==> src/sv/chunk_deframer_rc4_decrypt_top_defines.svh <==
// Assertion helpers used by the deframer top.
`ifndef CHUNK_DEFRAMER_RC4_DECRYPT_TOP_DEFINES_SVH
`define CHUNK_DEFRAMER_RC4_DECRYPT_TOP_DEFINES_SVH

// Same-cycle implication, checked outside reset.
`define CDRC4_ASSERT_NOW(lbl, ante, cons, msg) \
    lbl: assert property (@(posedge clk) disable iff (!rst_n) (ante) |-> (cons)) \
        else $error(msg);

// Next-cycle implication, checked outside reset.
`define CDRC4_ASSERT_NEXT(lbl, ante, cons, msg) \
    lbl: assert property (@(posedge clk) disable iff (!rst_n) (ante) |=> (cons)) \
        else $error(msg);

`endif

==> src/sv/cdrc4_pkg.sv <==
package cdrc4_pkg;

    localparam int KEY_BYTES_MAX_DEF = 16;
    localparam int CMDQ_DEPTH        = 4;
    localparam int CMDQ_AW           = $clog2(CMDQ_DEPTH);
    localparam int CMDQ_CW           = $clog2(CMDQ_DEPTH + 1);
    localparam int OUT_DEPTH         = 2;
    localparam int OUT_AW            = $clog2(OUT_DEPTH);
    localparam int OUT_CW            = $clog2(OUT_DEPTH + 1);
    localparam int PERM_DEPTH        = 256;

    localparam logic [7:0] ESC_BYTE   = 8'hff;
    localparam logic [7:0] CHUNK_MARK = 8'h19;
    localparam logic [7:0] ZERO_BYTE  = 8'h00;

    typedef enum logic [1:0] {
        REG_DECRYPT_ENABLE = 2'd0,
        REG_KEY_LOW        = 2'd1,
        REG_KEY_HIGH       = 2'd2,
        REG_KEY_LENGTH     = 2'd3
    } reg_index_t;

    typedef enum logic [1:0] {
        CMD_CRYPT = 2'd0,
        CMD_PLAIN = 2'd1,
        CMD_KEY   = 2'd2
    } cmd_kind_t;

    typedef struct packed {
        cmd_kind_t   kind;
        logic [7:0]  data;
        logic        chunk_end;
        logic        truncated;
    } cmd_t;

    typedef struct packed {
        logic [7:0]  data;
        logic        chunk_end;
        logic        truncated;
    } res_t;

    typedef struct packed {
        logic        decrypt_enable;
        logic [63:0] key_low;
        logic [63:0] key_high;
        logic [4:0]  key_length;
    } cfg_t;

    typedef struct packed {
        logic              idle;
        logic [OUT_CW-1:0] ocount;
    } back_stat_t;

    function automatic cmd_t make_cmd(cmd_kind_t kind, logic [7:0] data,
                                      logic chunk_end, logic truncated);
        cmd_t c;
        c.kind      = kind;
        c.data      = data;
        c.chunk_end = chunk_end;
        c.truncated = truncated;
        return c;
    endfunction

endpackage

==> src/sv/chunk_deframer_rc4_decrypt_top.sv <==
// Length-prefixed packet deframer with RC4 decryption. Push one packet byte
// per request, with packet_last on the final byte; pop payload bytes with
// chunk_end and truncated flags from the result side. A front parser strips
// prefixes and classifies each byte, hands requests through a four-entry queue
// to the cipher engine, which owns the 256-byte permutation memory and a
// two-entry result buffer. A decrypted byte goes through the engine in steps
// (read S[i], read S[j], write S[i] while reading the keystream entry, write
// S[j]); a pass-through byte or truncation notice goes straight to the result
// buffer. The front takes a byte per cycle while the queue has room for two
// requests. A key schedule request, and the key schedule after reset, occupy
// the engine while it refills the identity permutation and runs the swap steps;
// bytes pushed meanwhile wait in the queue. Write configuration only when idle.
`include "chunk_deframer_rc4_decrypt_top_defines.svh"

module chunk_deframer_rc4_decrypt_top #(
    parameter int KEY_BYTES_MAX = cdrc4_pkg::KEY_BYTES_MAX_DEF
) (
    input  logic        clk,
    input  logic        rst_n,
    // input queue side
    input  logic        push,
    output logic        full,
    input  logic        operation,
    input  logic [7:0]  data_byte,
    input  logic        packet_last,
    // result queue side
    output logic        empty,
    input  logic        pop,
    output logic [7:0]  payload_byte,
    output logic        chunk_end,
    output logic        truncated,
    // configuration writes
    input  logic        cfg_write,
    input  logic [1:0]  cfg_index,
    input  logic [63:0] cfg_data
);
    import cdrc4_pkg::*;

    cfg_t               cfg_reg;
    logic [1:0]         wr_cnt;
    cmd_t               wr0, wr1;
    cmd_t               q_head;
    logic [CMDQ_CW-1:0] q_count;
    logic               q_pop;
    back_stat_t         back_stat;

    // register file: hold each value until rewritten
    always_ff @(posedge clk or negedge rst_n)
    begin
        if (!rst_n)
        begin
            cfg_reg.decrypt_enable <= 1'b0;
            cfg_reg.key_low        <= '0;
            cfg_reg.key_high       <= '0;
            cfg_reg.key_length     <= 5'd16;
        end
        else if (cfg_write)
        begin
            case (reg_index_t'(cfg_index))
                REG_DECRYPT_ENABLE: cfg_reg.decrypt_enable <= cfg_data[0];
                REG_KEY_LOW:        cfg_reg.key_low        <= cfg_data;
                REG_KEY_HIGH:       cfg_reg.key_high       <= cfg_data;
                REG_KEY_LENGTH:     cfg_reg.key_length     <= cfg_data[4:0];
                default:            cfg_reg.key_length     <= cfg_reg.key_length;
            endcase
        end
    end

    // front: parse prefixes, drop stripped zeros, raise truncation notices
    cdrc4_front u_front (
        .clk            (clk),
        .rst_n          (rst_n),
        .push           (push),
        .full           (full),
        .operation      (operation),
        .data_byte      (data_byte),
        .packet_last    (packet_last),
        .decrypt_enable (cfg_reg.decrypt_enable),
        .q_count        (q_count),
        .wr_cnt         (wr_cnt),
        .wr0            (wr0),
        .wr1            (wr1)
    );

    // decoupling queue of requests
    cdrc4_cmdq u_cmdq (
        .clk    (clk),
        .rst_n  (rst_n),
        .wr_cnt (wr_cnt),
        .wr0    (wr0),
        .wr1    (wr1),
        .rd     (q_pop),
        .head   (q_head),
        .count  (q_count)
    );

    // back: RC4 engine, key schedule sequencer and result buffer
    cdrc4_back #(.KEY_BYTES_MAX(KEY_BYTES_MAX)) u_back (
        .clk          (clk),
        .rst_n        (rst_n),
        .cfg          (cfg_reg),
        .q_head       (q_head),
        .q_empty      (q_count == '0),
        .q_pop        (q_pop),
        .empty        (empty),
        .pop          (pop),
        .payload_byte (payload_byte),
        .chunk_end    (chunk_end),
        .truncated    (truncated),
        .stat         (back_stat)
    );

    `CDRC4_ASSERT_NOW(a_cmdq_bound, 1'b1, q_count <= CMDQ_CW'(CMDQ_DEPTH), "request queue overflow")
    `CDRC4_ASSERT_NOW(a_out_bound, 1'b1, back_stat.ocount <= OUT_CW'(OUT_DEPTH), "result buffer overflow")
    `CDRC4_ASSERT_NEXT(a_no_phantom, empty && q_count == '0 && back_stat.idle, empty, "result without request")
    `CDRC4_ASSERT_NOW(a_pop_idle, q_pop, back_stat.idle && q_count != '0, "request taken while engine busy")

endmodule

==> src/sv/cdrc4_ram.sv <==
module cdrc4_ram #(
    parameter int WIDTH = 8,
    parameter int DEPTH = 256
) (
    input  logic                     clk,
    input  logic                     we,
    input  logic [$clog2(DEPTH)-1:0] waddr,
    input  logic [WIDTH-1:0]         wdata,
    input  logic [$clog2(DEPTH)-1:0] raddr,
    output logic [WIDTH-1:0]         rdata
);
    logic [WIDTH-1:0] mem [DEPTH];

    // read-first: a read and write to the same address return the old word
    always_ff @(posedge clk)
    begin
        if (we)
        begin
            mem[waddr] <= wdata;
        end
        rdata <= mem[raddr];
    end
endmodule

==> src/sv/cdrc4_cmdq.sv <==
module cdrc4_cmdq (
    input  logic                       clk,
    input  logic                       rst_n,
    input  logic [1:0]                 wr_cnt,
    input  cdrc4_pkg::cmd_t            wr0,
    input  cdrc4_pkg::cmd_t            wr1,
    input  logic                       rd,
    output cdrc4_pkg::cmd_t            head,
    output logic [cdrc4_pkg::CMDQ_CW-1:0] count
);
    import cdrc4_pkg::*;

    cmd_t               mem_reg [CMDQ_DEPTH];
    logic [CMDQ_AW-1:0] wp_reg, rp_reg;
    logic [CMDQ_CW-1:0] count_reg;
    logic [CMDQ_AW-1:0] wp_plus1;

    assign wp_plus1 = wp_reg + CMDQ_AW'(1);
    assign head     = mem_reg[rp_reg];
    assign count    = count_reg;

    always_ff @(posedge clk)
    begin
        if (wr_cnt != 2'd0)
        begin
            mem_reg[wp_reg] <= wr0;
        end
        if (wr_cnt == 2'd2)
        begin
            mem_reg[wp_plus1] <= wr1;
        end
    end

    always_ff @(posedge clk or negedge rst_n)
    begin
        if (!rst_n)
        begin
            wp_reg    <= '0;
            rp_reg    <= '0;
            count_reg <= '0;
        end
        else
        begin
            wp_reg    <= wp_reg + CMDQ_AW'(wr_cnt);
            rp_reg    <= rp_reg + CMDQ_AW'(rd);
            count_reg <= count_reg + CMDQ_CW'(wr_cnt) - CMDQ_CW'(rd);
        end
    end
endmodule

==> src/sv/cdrc4_front.sv <==
module cdrc4_front (
    input  logic                          clk,
    input  logic                          rst_n,
    input  logic                          push,
    output logic                          full,
    input  logic                          operation,
    input  logic [7:0]                    data_byte,
    input  logic                          packet_last,
    input  logic                          decrypt_enable,
    input  logic [cdrc4_pkg::CMDQ_CW-1:0] q_count,
    output logic [1:0]                    wr_cnt,
    output cdrc4_pkg::cmd_t               wr0,
    output cdrc4_pkg::cmd_t               wr1
);
    import cdrc4_pkg::*;

    typedef enum logic [7:0] {
        PH_FIRST  = 8'b0000_0001,
        PH_SECOND = 8'b0000_0010,
        PH_WHOLE  = 8'b0000_0100,
        PH_PREFIX = 8'b0000_1000,
        PH_FF     = 8'b0001_0000,
        PH_FFFF   = 8'b0010_0000,
        PH_LEN    = 8'b0100_0000,
        PH_BODY   = 8'b1000_0000
    } phase_t;

    phase_t      phase_reg, phase_next;
    logic [7:0]  held_reg, held_next;
    logic [31:0] rem_reg, rem_next;
    logic [2:0]  left_reg, left_next;
    logic        first_reg, first_next;

    logic        accept;
    logic        body_go;
    logic [31:0] body_rem;
    logic        body_first;
    logic [31:0] rem_dec;
    logic [31:0] len_shift;
    logic [2:0]  left_dec;
    logic        strip;
    cmd_t        notice;

    // take an item only with room for the two requests it may make
    assign full   = q_count > CMDQ_CW'(CMDQ_DEPTH - 2);
    assign accept = push && !full;
    assign notice = make_cmd(CMD_PLAIN, ZERO_BYTE, 1'b0, 1'b1);
    assign rem_dec   = body_rem - 32'd1;
    assign len_shift = {rem_reg[23:0], data_byte};
    assign left_dec  = (left_reg != 3'd0) ? left_reg - 3'd1 : left_reg;
    assign strip     = body_first && decrypt_enable && (body_rem > 32'd1)
                       && (data_byte == ZERO_BYTE);

    always_comb
    begin
        phase_next = phase_reg;
        held_next  = held_reg;
        rem_next   = rem_reg;
        left_next  = left_reg;
        first_next = first_reg;
        wr_cnt     = 2'd0;
        wr0        = make_cmd(CMD_CRYPT, data_byte, packet_last, 1'b0);
        wr1        = make_cmd(CMD_CRYPT, data_byte, packet_last, 1'b0);
        body_go    = 1'b0;
        body_rem   = rem_reg;
        body_first = first_reg;
        if (accept && operation)
        begin
            wr_cnt = 2'd1;
            wr0    = make_cmd(CMD_KEY, ZERO_BYTE, 1'b0, 1'b0);
        end
        else if (accept)
        begin
            case (phase_reg)
                PH_FIRST:
                begin
                    if (packet_last)
                    begin
                        wr_cnt = 2'd1;
                        wr0    = make_cmd(CMD_CRYPT, data_byte, 1'b1, 1'b0);
                    end
                    else
                    begin
                        held_next  = data_byte;
                        phase_next = PH_SECOND;
                    end
                end
                PH_SECOND:
                begin
                    if (held_reg == ZERO_BYTE && data_byte == CHUNK_MARK)
                    begin
                        phase_next = PH_PREFIX;
                    end
                    else
                    begin
                        phase_next = PH_WHOLE;
                        // drop a leading zero ahead of a zero when decrypting
                        if (decrypt_enable && held_reg == ZERO_BYTE
                            && data_byte == ZERO_BYTE)
                        begin
                            wr_cnt = 2'd1;
                        end
                        else
                        begin
                            wr_cnt = 2'd2;
                            wr0    = make_cmd(CMD_CRYPT, held_reg, 1'b0, 1'b0);
                        end
                    end
                end
                PH_WHOLE:
                begin
                    wr_cnt = 2'd1;
                end
                PH_PREFIX:
                begin
                    if (data_byte == ESC_BYTE)
                    begin
                        phase_next = PH_FF;
                    end
                    else if (data_byte != ZERO_BYTE)
                    begin
                        rem_next   = {24'd0, data_byte};
                        first_next = 1'b1;
                        phase_next = PH_BODY;
                    end
                    if (packet_last && data_byte != ZERO_BYTE)
                    begin
                        wr_cnt = 2'd1;
                        wr0    = notice;
                    end
                end
                PH_FF:
                begin
                    if (data_byte == ZERO_BYTE)
                    begin
                        phase_next = PH_BODY;
                        body_go    = 1'b1;
                        body_rem   = 32'd255;
                        body_first = 1'b1;
                    end
                    else
                    begin
                        if (data_byte == ESC_BYTE)
                        begin
                            phase_next = PH_FFFF;
                        end
                        else
                        begin
                            left_next  = 3'd2;
                            rem_next   = 32'd0;
                            phase_next = PH_LEN;
                        end
                        if (packet_last)
                        begin
                            wr_cnt = 2'd1;
                            wr0    = notice;
                        end
                    end
                end
                PH_FFFF:
                begin
                    if (data_byte == ESC_BYTE)
                    begin
                        left_next = 3'd4;
                        rem_next  = 32'd0;
                    end
                    else
                    begin
                        left_next = 3'd1;
                        rem_next  = {24'd0, data_byte};
                    end
                    phase_next = PH_LEN;
                    if (packet_last)
                    begin
                        wr_cnt = 2'd1;
                        wr0    = notice;
                    end
                end
                PH_LEN:
                begin
                    rem_next  = len_shift;
                    left_next = left_dec;
                    if (left_dec == 3'd0 && len_shift == 32'd0)
                    begin
                        phase_next = PH_PREFIX;
                    end
                    else
                    begin
                        if (left_dec == 3'd0)
                        begin
                            first_next = 1'b1;
                            phase_next = PH_BODY;
                        end
                        if (packet_last)
                        begin
                            wr_cnt = 2'd1;
                            wr0    = notice;
                        end
                    end
                end
                PH_BODY:
                begin
                    if (rem_reg == 32'd0)
                    begin
                        phase_next = PH_PREFIX;
                    end
                    else
                    begin
                        body_go = 1'b1;
                    end
                end
                default:
                begin
                    phase_next = PH_FIRST;
                end
            endcase

            if (body_go)
            begin
                first_next = 1'b0;
                rem_next   = rem_dec;
                if (strip)
                begin
                    if (packet_last)
                    begin
                        wr_cnt = 2'd1;
                        wr0    = notice;
                    end
                end
                else
                begin
                    if (rem_dec == 32'd0)
                    begin
                        phase_next = PH_PREFIX;
                    end
                    wr_cnt = 2'd1;
                    wr0    = make_cmd(CMD_CRYPT, data_byte,
                                      (rem_dec == 32'd0) || packet_last,
                                      packet_last && (rem_dec != 32'd0));
                end
            end

            if (packet_last)
            begin
                phase_next = PH_FIRST;
                rem_next   = 32'd0;
                left_next  = 3'd0;
                first_next = 1'b0;
            end
        end
    end

    always_ff @(posedge clk or negedge rst_n)
    begin
        if (!rst_n)
        begin
            phase_reg <= PH_FIRST;
            held_reg  <= '0;
            rem_reg   <= '0;
            left_reg  <= '0;
            first_reg <= 1'b0;
        end
        else
        begin
            phase_reg <= phase_next;
            held_reg  <= held_next;
            rem_reg   <= rem_next;
            left_reg  <= left_next;
            first_reg <= first_next;
        end
    end
endmodule

==> src/sv/cdrc4_back.sv <==
module cdrc4_back #(
    parameter int KEY_BYTES_MAX = cdrc4_pkg::KEY_BYTES_MAX_DEF
) (
    input  logic                 clk,
    input  logic                 rst_n,
    input  cdrc4_pkg::cfg_t      cfg,
    input  cdrc4_pkg::cmd_t      q_head,
    input  logic                 q_empty,
    output logic                 q_pop,
    output logic                 empty,
    input  logic                 pop,
    output logic [7:0]           payload_byte,
    output logic                 chunk_end,
    output logic                 truncated,
    output cdrc4_pkg::back_stat_t stat
);
    import cdrc4_pkg::*;

    localparam int KIDX_W = (KEY_BYTES_MAX > 1) ? $clog2(KEY_BYTES_MAX) : 1;
    localparam logic [4:0] KEY_MAX = 5'(KEY_BYTES_MAX);

    typedef enum logic [8:0] {
        B_IDLE = 9'b0_0000_0001,
        B_FILL = 9'b0_0000_0010,
        B_K1   = 9'b0_0000_0100,
        B_K2   = 9'b0_0000_1000,
        B_K3   = 9'b0_0001_0000,
        B_K4   = 9'b0_0010_0000,
        B_C2   = 9'b0_0100_0000,
        B_C3   = 9'b0_1000_0000,
        B_C4   = 9'b1_0000_0000
    } bstate_t;

    bstate_t             state_reg, state_next;
    logic [7:0]          k_reg, k_next;
    logic [KIDX_W-1:0]   kidx_reg, kidx_next;
    logic [7:0]          i_reg, i_next;
    logic [7:0]          j_reg, j_next;
    logic [7:0]          si_reg, si_next;
    logic [7:0]          sj_reg, sj_next;
    cmd_t                cmd_reg, cmd_next;
    res_t                ofifo_reg [OUT_DEPTH];
    logic [OUT_AW-1:0]   owp_reg, orp_reg;
    logic [OUT_CW-1:0]   ocount_reg;

    logic                ram_we;
    logic [7:0]          ram_waddr, ram_wdata, ram_raddr, ram_rdata;
    logic                res_push;
    res_t                res;
    logic                res_pop;
    logic [7:0]          key_bytes [KEY_BYTES_MAX];
    logic [4:0]          key_last;
    logic [7:0]          ks_idx;
    logic [7:0]          keystream;

    cdrc4_ram #(.WIDTH(8), .DEPTH(PERM_DEPTH)) u_perm (
        .clk   (clk),
        .we    (ram_we),
        .waddr (ram_waddr),
        .wdata (ram_wdata),
        .raddr (ram_raddr),
        .rdata (ram_rdata)
    );

    for (genvar g = 0; g < KEY_BYTES_MAX; g++)
    begin : g_key
        if (g < 8)
        begin : g_low
            assign key_bytes[g] = cfg.key_low[8*g +: 8];
        end
        else
        begin : g_high
            assign key_bytes[g] = cfg.key_high[8*(g-8) +: 8];
        end
    end

    // clamp the key length into 1..KEY_BYTES_MAX, held as last index
    assign key_last = (cfg.key_length == 5'd0)   ? 5'd0 :
                      (cfg.key_length > KEY_MAX) ? KEY_MAX - 5'd1 :
                                                   cfg.key_length - 5'd1;

    // swap already done in the same step: bypass the two fresh entries
    assign ks_idx    = si_reg + sj_reg;
    assign keystream = (ks_idx == j_reg) ? si_reg :
                       (ks_idx == i_reg) ? sj_reg : ram_rdata;

    assign res_pop      = pop && (ocount_reg != '0);
    assign empty        = (ocount_reg == '0);
    assign payload_byte = ofifo_reg[orp_reg].data;
    assign chunk_end    = ofifo_reg[orp_reg].chunk_end;
    assign truncated    = ofifo_reg[orp_reg].truncated;
    assign stat.idle    = (state_reg == B_IDLE);
    assign stat.ocount  = ocount_reg;

    always_comb
    begin
        state_next = state_reg;
        k_next     = k_reg;
        kidx_next  = kidx_reg;
        i_next     = i_reg;
        j_next     = j_reg;
        si_next    = si_reg;
        sj_next    = sj_reg;
        cmd_next   = cmd_reg;
        ram_we     = 1'b0;
        ram_waddr  = k_reg;
        ram_wdata  = k_reg;
        ram_raddr  = k_reg;
        q_pop      = 1'b0;
        res_push   = 1'b0;
        res.data      = q_head.data;
        res.chunk_end = q_head.chunk_end;
        res.truncated = q_head.truncated;
        case (state_reg)
            B_IDLE:
            begin
                if (!q_empty && ocount_reg < OUT_CW'(OUT_DEPTH))
                begin
                    q_pop = 1'b1;
                    case (q_head.kind)
                        CMD_KEY:
                        begin
                            k_next     = '0;
                            state_next = B_FILL;
                        end
                        CMD_CRYPT:
                        begin
                            if (cfg.decrypt_enable)
                            begin
                                cmd_next   = q_head;
                                i_next     = i_reg + 8'd1;
                                ram_raddr  = i_reg + 8'd1;
                                state_next = B_C2;
                            end
                            else
                            begin
                                res_push = 1'b1;
                            end
                        end
                        default:
                        begin
                            res_push = 1'b1;
                        end
                    endcase
                end
            end
            B_FILL:
            begin
                ram_we = 1'b1;
                k_next = k_reg + 8'd1;
                if (k_reg == 8'hff)
                begin
                    j_next     = '0;
                    kidx_next  = '0;
                    state_next = B_K1;
                end
            end
            B_K1:
            begin
                state_next = B_K2;
            end
            B_K2:
            begin
                si_next    = ram_rdata;
                j_next     = j_reg + ram_rdata + key_bytes[kidx_reg];
                ram_raddr  = j_reg + ram_rdata + key_bytes[kidx_reg];
                state_next = B_K3;
            end
            B_K3:
            begin
                ram_we     = 1'b1;
                ram_wdata  = ram_rdata;
                state_next = B_K4;
            end
            B_K4:
            begin
                ram_we    = 1'b1;
                ram_waddr = j_reg;
                ram_wdata = si_reg;
                k_next    = k_reg + 8'd1;
                kidx_next = (5'(kidx_reg) == key_last) ? '0 : kidx_reg + KIDX_W'(1);
                if (k_reg == 8'hff)
                begin
                    i_next     = '0;
                    j_next     = '0;
                    state_next = B_IDLE;
                end
                else
                begin
                    state_next = B_K1;
                end
            end
            B_C2:
            begin
                si_next    = ram_rdata;
                j_next     = j_reg + ram_rdata;
                ram_raddr  = j_reg + ram_rdata;
                state_next = B_C3;
            end
            B_C3:
            begin
                ram_we     = 1'b1;
                ram_waddr  = i_reg;
                ram_wdata  = ram_rdata;
                sj_next    = ram_rdata;
                ram_raddr  = si_reg + ram_rdata;
                state_next = B_C4;
            end
            B_C4:
            begin
                ram_we        = 1'b1;
                ram_waddr     = j_reg;
                ram_wdata     = si_reg;
                res_push      = 1'b1;
                res.data      = cmd_reg.data ^ keystream;
                res.chunk_end = cmd_reg.chunk_end;
                res.truncated = cmd_reg.truncated;
                state_next    = B_IDLE;
            end
            default:
            begin
                state_next = B_IDLE;
            end
        endcase
    end

    always_ff @(posedge clk)
    begin
        si_reg  <= si_next;
        sj_reg  <= sj_next;
        cmd_reg <= cmd_next;
        if (res_push)
        begin
            ofifo_reg[owp_reg] <= res;
        end
    end

    always_ff @(posedge clk or negedge rst_n)
    begin
        if (!rst_n)
        begin
            state_reg  <= B_FILL;
            k_reg      <= '0;
            kidx_reg   <= '0;
            i_reg      <= '0;
            j_reg      <= '0;
            owp_reg    <= '0;
            orp_reg    <= '0;
            ocount_reg <= '0;
        end
        else
        begin
            state_reg  <= state_next;
            k_reg      <= k_next;
            kidx_reg   <= kidx_next;
            i_reg      <= i_next;
            j_reg      <= j_next;
            owp_reg    <= owp_reg + OUT_AW'(res_push);
            orp_reg    <= orp_reg + OUT_AW'(res_pop);
            ocount_reg <= ocount_reg + OUT_CW'(res_push) - OUT_CW'(res_pop);
        end
    end
endmodule

==> config.mk <==
export PLATFORM = sky130hd
export DESIGN_NAME = chunk_deframer_rc4_decrypt_top
export DESIGN_NICKNAME = d
export VERILOG_FILES = /design/src/sv/cdrc4_pkg.sv /design/src/sv/chunk_deframer_rc4_decrypt_top.sv /design/src/sv/cdrc4_ram.sv /design/src/sv/cdrc4_cmdq.sv /design/src/sv/cdrc4_front.sv /design/src/sv/cdrc4_back.sv
export VERILOG_INCLUDE_DIRS = /design/src /design/src/sv
export SDC_FILE = /design/constraint.sdc
export NUM_CORES = 2
export LEC_CHECK = 0
export BUFFER_PORTS_ARGS = -buffer_cell sky130_fd_sc_hd__buf_4
export CAP_MARGIN = 20
export CORE_AREA = 5 5 456 458
export DETAILED_ROUTE_END_ITERATION = 7
export DIE_AREA = 0 0 461 463
export GPL_ROUTABILITY_DRIVEN = 0
export PLACE_DENSITY = 0.74
export SLEW_MARGIN = 30
export SYNTH_ARGS = -nofsm -noshare
export SYNTH_HDL_FRONTEND = slang
export SYNTH_SLANG_ARGS = --single-unit
==> constraint.sdc <==
create_clock -name clk -period 5.55 [get_ports clk]
set_clock_uncertainty 0.2 [all_clocks]
set_input_delay 1.11 -clock clk [delete_from_list [all_inputs] [get_ports clk]]
set_output_delay 1.11 -clock clk [all_outputs]
set_load 0.01 [all_outputs]
==> impl_metrics.tcl <==
set metrics [dict create \
    syn_area_um2 101000 \
    ant_nets 0 \
    synth_enable_flop_cells 2130 \
    critPathArrivalTime_ns 6.11 \
    root_buffer "clkbuf_16" \
    synth_top_area_frac 0.634 \
    grtUsageTotal 0.267 \
    setup-violations-final 1 \
    synthCells 8147 \
    timing.final.ws_setup_ns -0.0156 \
    wl_per_cell_um 25.7 \
    ys_seq_area_frac 0.696 \
    cp_common_cell "buf_4" \
    min_period_ns 5.57 \
    irDropWorstVdd_uv 782 \
    htree_num_levels 4 \
    cts_max_path_buffers 3 \
    worst_pin_slew_ns 1.07 \
    yosys_warnings 0 \
    synth.distinct_cells 104 \
    async_flop_share 0.0982 \
    hold_viol 0 \
    drive_gt1_frac 0.147 \
    cellLeakagePower_nw 41.7 \
    synthMuxAreaShare 0.0382 \
    fin_hold_ws_ns 0.0268 \
    core-area_um2 204000 \
    synth_area_leader_cell "edfxtp_1" \
    gr-total-overflow 0 \
    crit_buf_inv 5 \
    synth-compound-area-share 0.0501 \
    fin_cells 11359 \
    grt_pass1_wl_um 433000 \
    yosys.area_share.simple 0.175 \
    path_depth 21 \
    critical_path_required_ns 6.09 \
    startpoint_type "flop" \
    status "finished, violations left" \
    power.density_nw_per_um2 607 \
    dp_cells 10916 \
    num_vias 70608 \
    critPathTopFamily "simple AND/OR/NAND/NOR gates" \
    hold_path_class "input port to async pin" \
    num_rows 166 \
    ys_top_cells_by_area "edfxtp_1 63%, nand2_1 8.0%, dfrtp_1 5.7%" \
    synth_top_family_by_area "simple AND/OR/NAND/NOR gates" \
    hpwl_um 187000 \
    synth-seq-cells 2384 \
    cts.sinks 2384 \
    crit_path_start "u_back.kidx_reg[0]" \
    rr_worst_depth 21 \
    portBuffers 92 \
    cts.clk_slew.worst_paths_ns 0.07 \
    synth-adder-area-share 0.00692 \
    clkPwrFrac 0.234 \
    die-area_um2 213000 \
    p_switching_mw 29.7 \
    syn_area_per_cell_um2 12.4 \
    synth_nets 8280 \
    cp_max_fo 15 \
    slew_viol_final 0 \
    seqPwrFrac 0.302 \
    largest_reg_flops 2048 \
    antenna_found_initial 14 \
    cp_slowest_cell "dfrtp_2" \
    drt_iter0_drc 10448 \
    max_freq_ghz 0.180 \
    relSlewSlack 0.285 \
    grt_start_max_net_pins 126 \
    cts-buffers-inserted 228 \
    start_util 0.496 \
    path_cells "buf_12 -> buf_4 -> mux2i_1 -> a221oi_1 -> a22oi_1 -> nand2_1 -> ha_1 -> a21oi_1 -> and3_1 -> or3_1 -> o2111a_1 -> and2_2 -> buf_4 -> nor4_4 -> buf_6 -> buf_4 -> nand4_1 -> o2111ai_2 -> nor4bb_4 -> nand4_1 -> nor4bb_4" \
    comb_power_share 0.464 \
    synth_xor_area_frac 0.00909 \
    synth_ff_type "edfxtp_1" \
    dieHeight_um 463 \
    end_kind "flop" \
    maxCapViolations 0 \
    critPathMaxStageDelay_ns 0.47 \
    total_power_mw 70.4 \
    sw_frac_of_total 0.423 \
    worstSkewPairLatency_ns 0.88 \
    remaining_drc_errors 1 \
    routed_wl_um 292000 \
    areaGrowthSynthToFinish_pct 14.9 \
    min_period_over_period 1.00 \
    crit_type "flop to flop" \
    cts_tree "yes" \
    r2r-start "u_back.kidx_reg[0]" \
    vias_per_cell 6.22 \
    io_pins 93 \
    violations "design-rule violations, negative setup slack" \
    filler_cell_count 15671 \
    first_global_vias 67794 \
    nets 8597 \
    drt_first_pass_iters 8 \
    dieWidth_um 461 \
    p_int_mw 40.6 \
    fin_setup_tns_ns -0.0156 \
]
[kinds of logic after synthesis]
| family | after synthesis |
|---|---|
| xor+xnor | 103 |
| compound gates | 741 |
| fa+ha+maj | 53 |
| mux | 331 |
| simple gates | 3961 |
| flops | 2384 |
| buf+inv | 574 |
[metal layers]
metal,global-route usage,vias up,part of all wire
met2,0.404,4882,0.45
met3,0.0724,899,0.13
met5,0,-,0.00022
met4,0.127,10,0.056
met1,0.360,34392,0.36
li1,-,30425,-
[timing repair]
action | 4_1_cts | 5_1_grt
resized for setup | 1 | 47
setup buffers | 0 | 5
hold buffers | 0 | 0
gates cloned | 0 | 1
pin swaps | 1 | 10
setup endpoints to repair | 2 | 9
[metrics by stage]
stage | instance area [um^2] | worst slack [ns] | utilization
2_1_floorplan | 101000 | -0.00497 | -
3_3_place_gp | 108000 | -0.0946 | 0.529
3_5_place_dp | 108000 | -0.0665 | 0.529
4_1_cts | 116000 | 0.00580 | 0.568
5_1_grt | 116000 | -0.0487 | 0.570
6_report | 116000 | -0.0156 | 0.570
[cell usage in the layout, fill, tap and decap left out, types with 11 or more instances in the layout]
cell type   instances
a21o_1             17
a21oi_1            81
a221oi_1           23
a22oi_1            70
a311oi_1           61
a31oi_1           193
a32oi_1            20
and2_1             20
and3_1            257
and4_1             27
buf_12             75
buf_4             533
bufinv_16          39
clkbuf_1           31
clkbuf_16         232
clkinv_1           44
clkinv_2           45
clkinvlp_4         18
dfrtp_1           230
dfxtp_1            20
edfxtp_1         2130
ha_1               46
inv_1              39
mux2_2            163
mux2i_1           139
mux4_2             27
nand2_1          2145
nand2b_1           18
nand3_1           817
nand3b_1           16
nand4_1            77
nor2_1            375
nor3_1             45
nor4_1             31
o21ai_0           135
o31ai_1            14
or4_1              11
xnor2_1            50
xor2_1             51
[worst paths after layout]
check / to / slack, ns
setup / recovery: u_back.u_perm.rdata[4] / -0.02
hold / removal: u_back.owp_reg / 0.03
setup reg to reg: u_back.u_perm.rdata[4] / -0.02
hold reg to reg: u_cmdq.mem_reg[0][11] / 0.30
max in group asynchronous: u_back.kidx_reg[0] / 3.88
min in group clk: cfg_reg[20] / 0.27
[final cells by class]
type,instances,area [um^2],share of cell area
Clock inverter,162,1970,0.0169
Antenna cell,6,15.0,0.000129
Timing Repair Buffer,615,5600,0.0483
Clock buffer,269,6000,0.0518
Multi-Input combinational cell,5190,28700,0.247
Inverter,45,171,0.00148
Sequential cell,2384,70200,0.605
Tap cell,2688,3360,0.0290
[power by group through the flow]
| stage | logic (mW) | clock network, mW | registers, mW |
|---|---|---|---|
| 6_report | 32.7 | 16.5 | 21.3 |
| 5_1_grt | 34.8 | 17.3 | 21.3 |
| 4_1_cts | 31.5 | 16.5 | 21.2 |
| 3_5_place_dp | 31.2 | 0 | 21.6 |
| 3_3_place_gp | 30.8 | 0 | 21.6 |
| 2_1_floorplan | 20.1 | 0 | 21.4 |
[cells in the mapped netlist, drive strengths merged, types with 10 or more instances]
master and instances:
nand2 2157, edfxtp 2130, nand3 822, nor2 383, buf 314, and3 258, dfrtp 231, clkbuf 215
a31oi 197, mux2 164, o21ai 143, mux2i 140, a21oi 83, nand4 77, a22oi 71, a311oi 64
nor3 53, xnor2 51, xor2 51, ha 47, inv 43, nor4 42, and4 27, mux4 27
a221oi 26, and2 22, a32oi 20, dfxtp 20, nand2b 19, a21o 17, nand3b 16, o31ai 15
or4 12, nor2b 11, or2 11, or3 11, o31a 10
No activity file was read; power rests on OpenSTA's default activity.
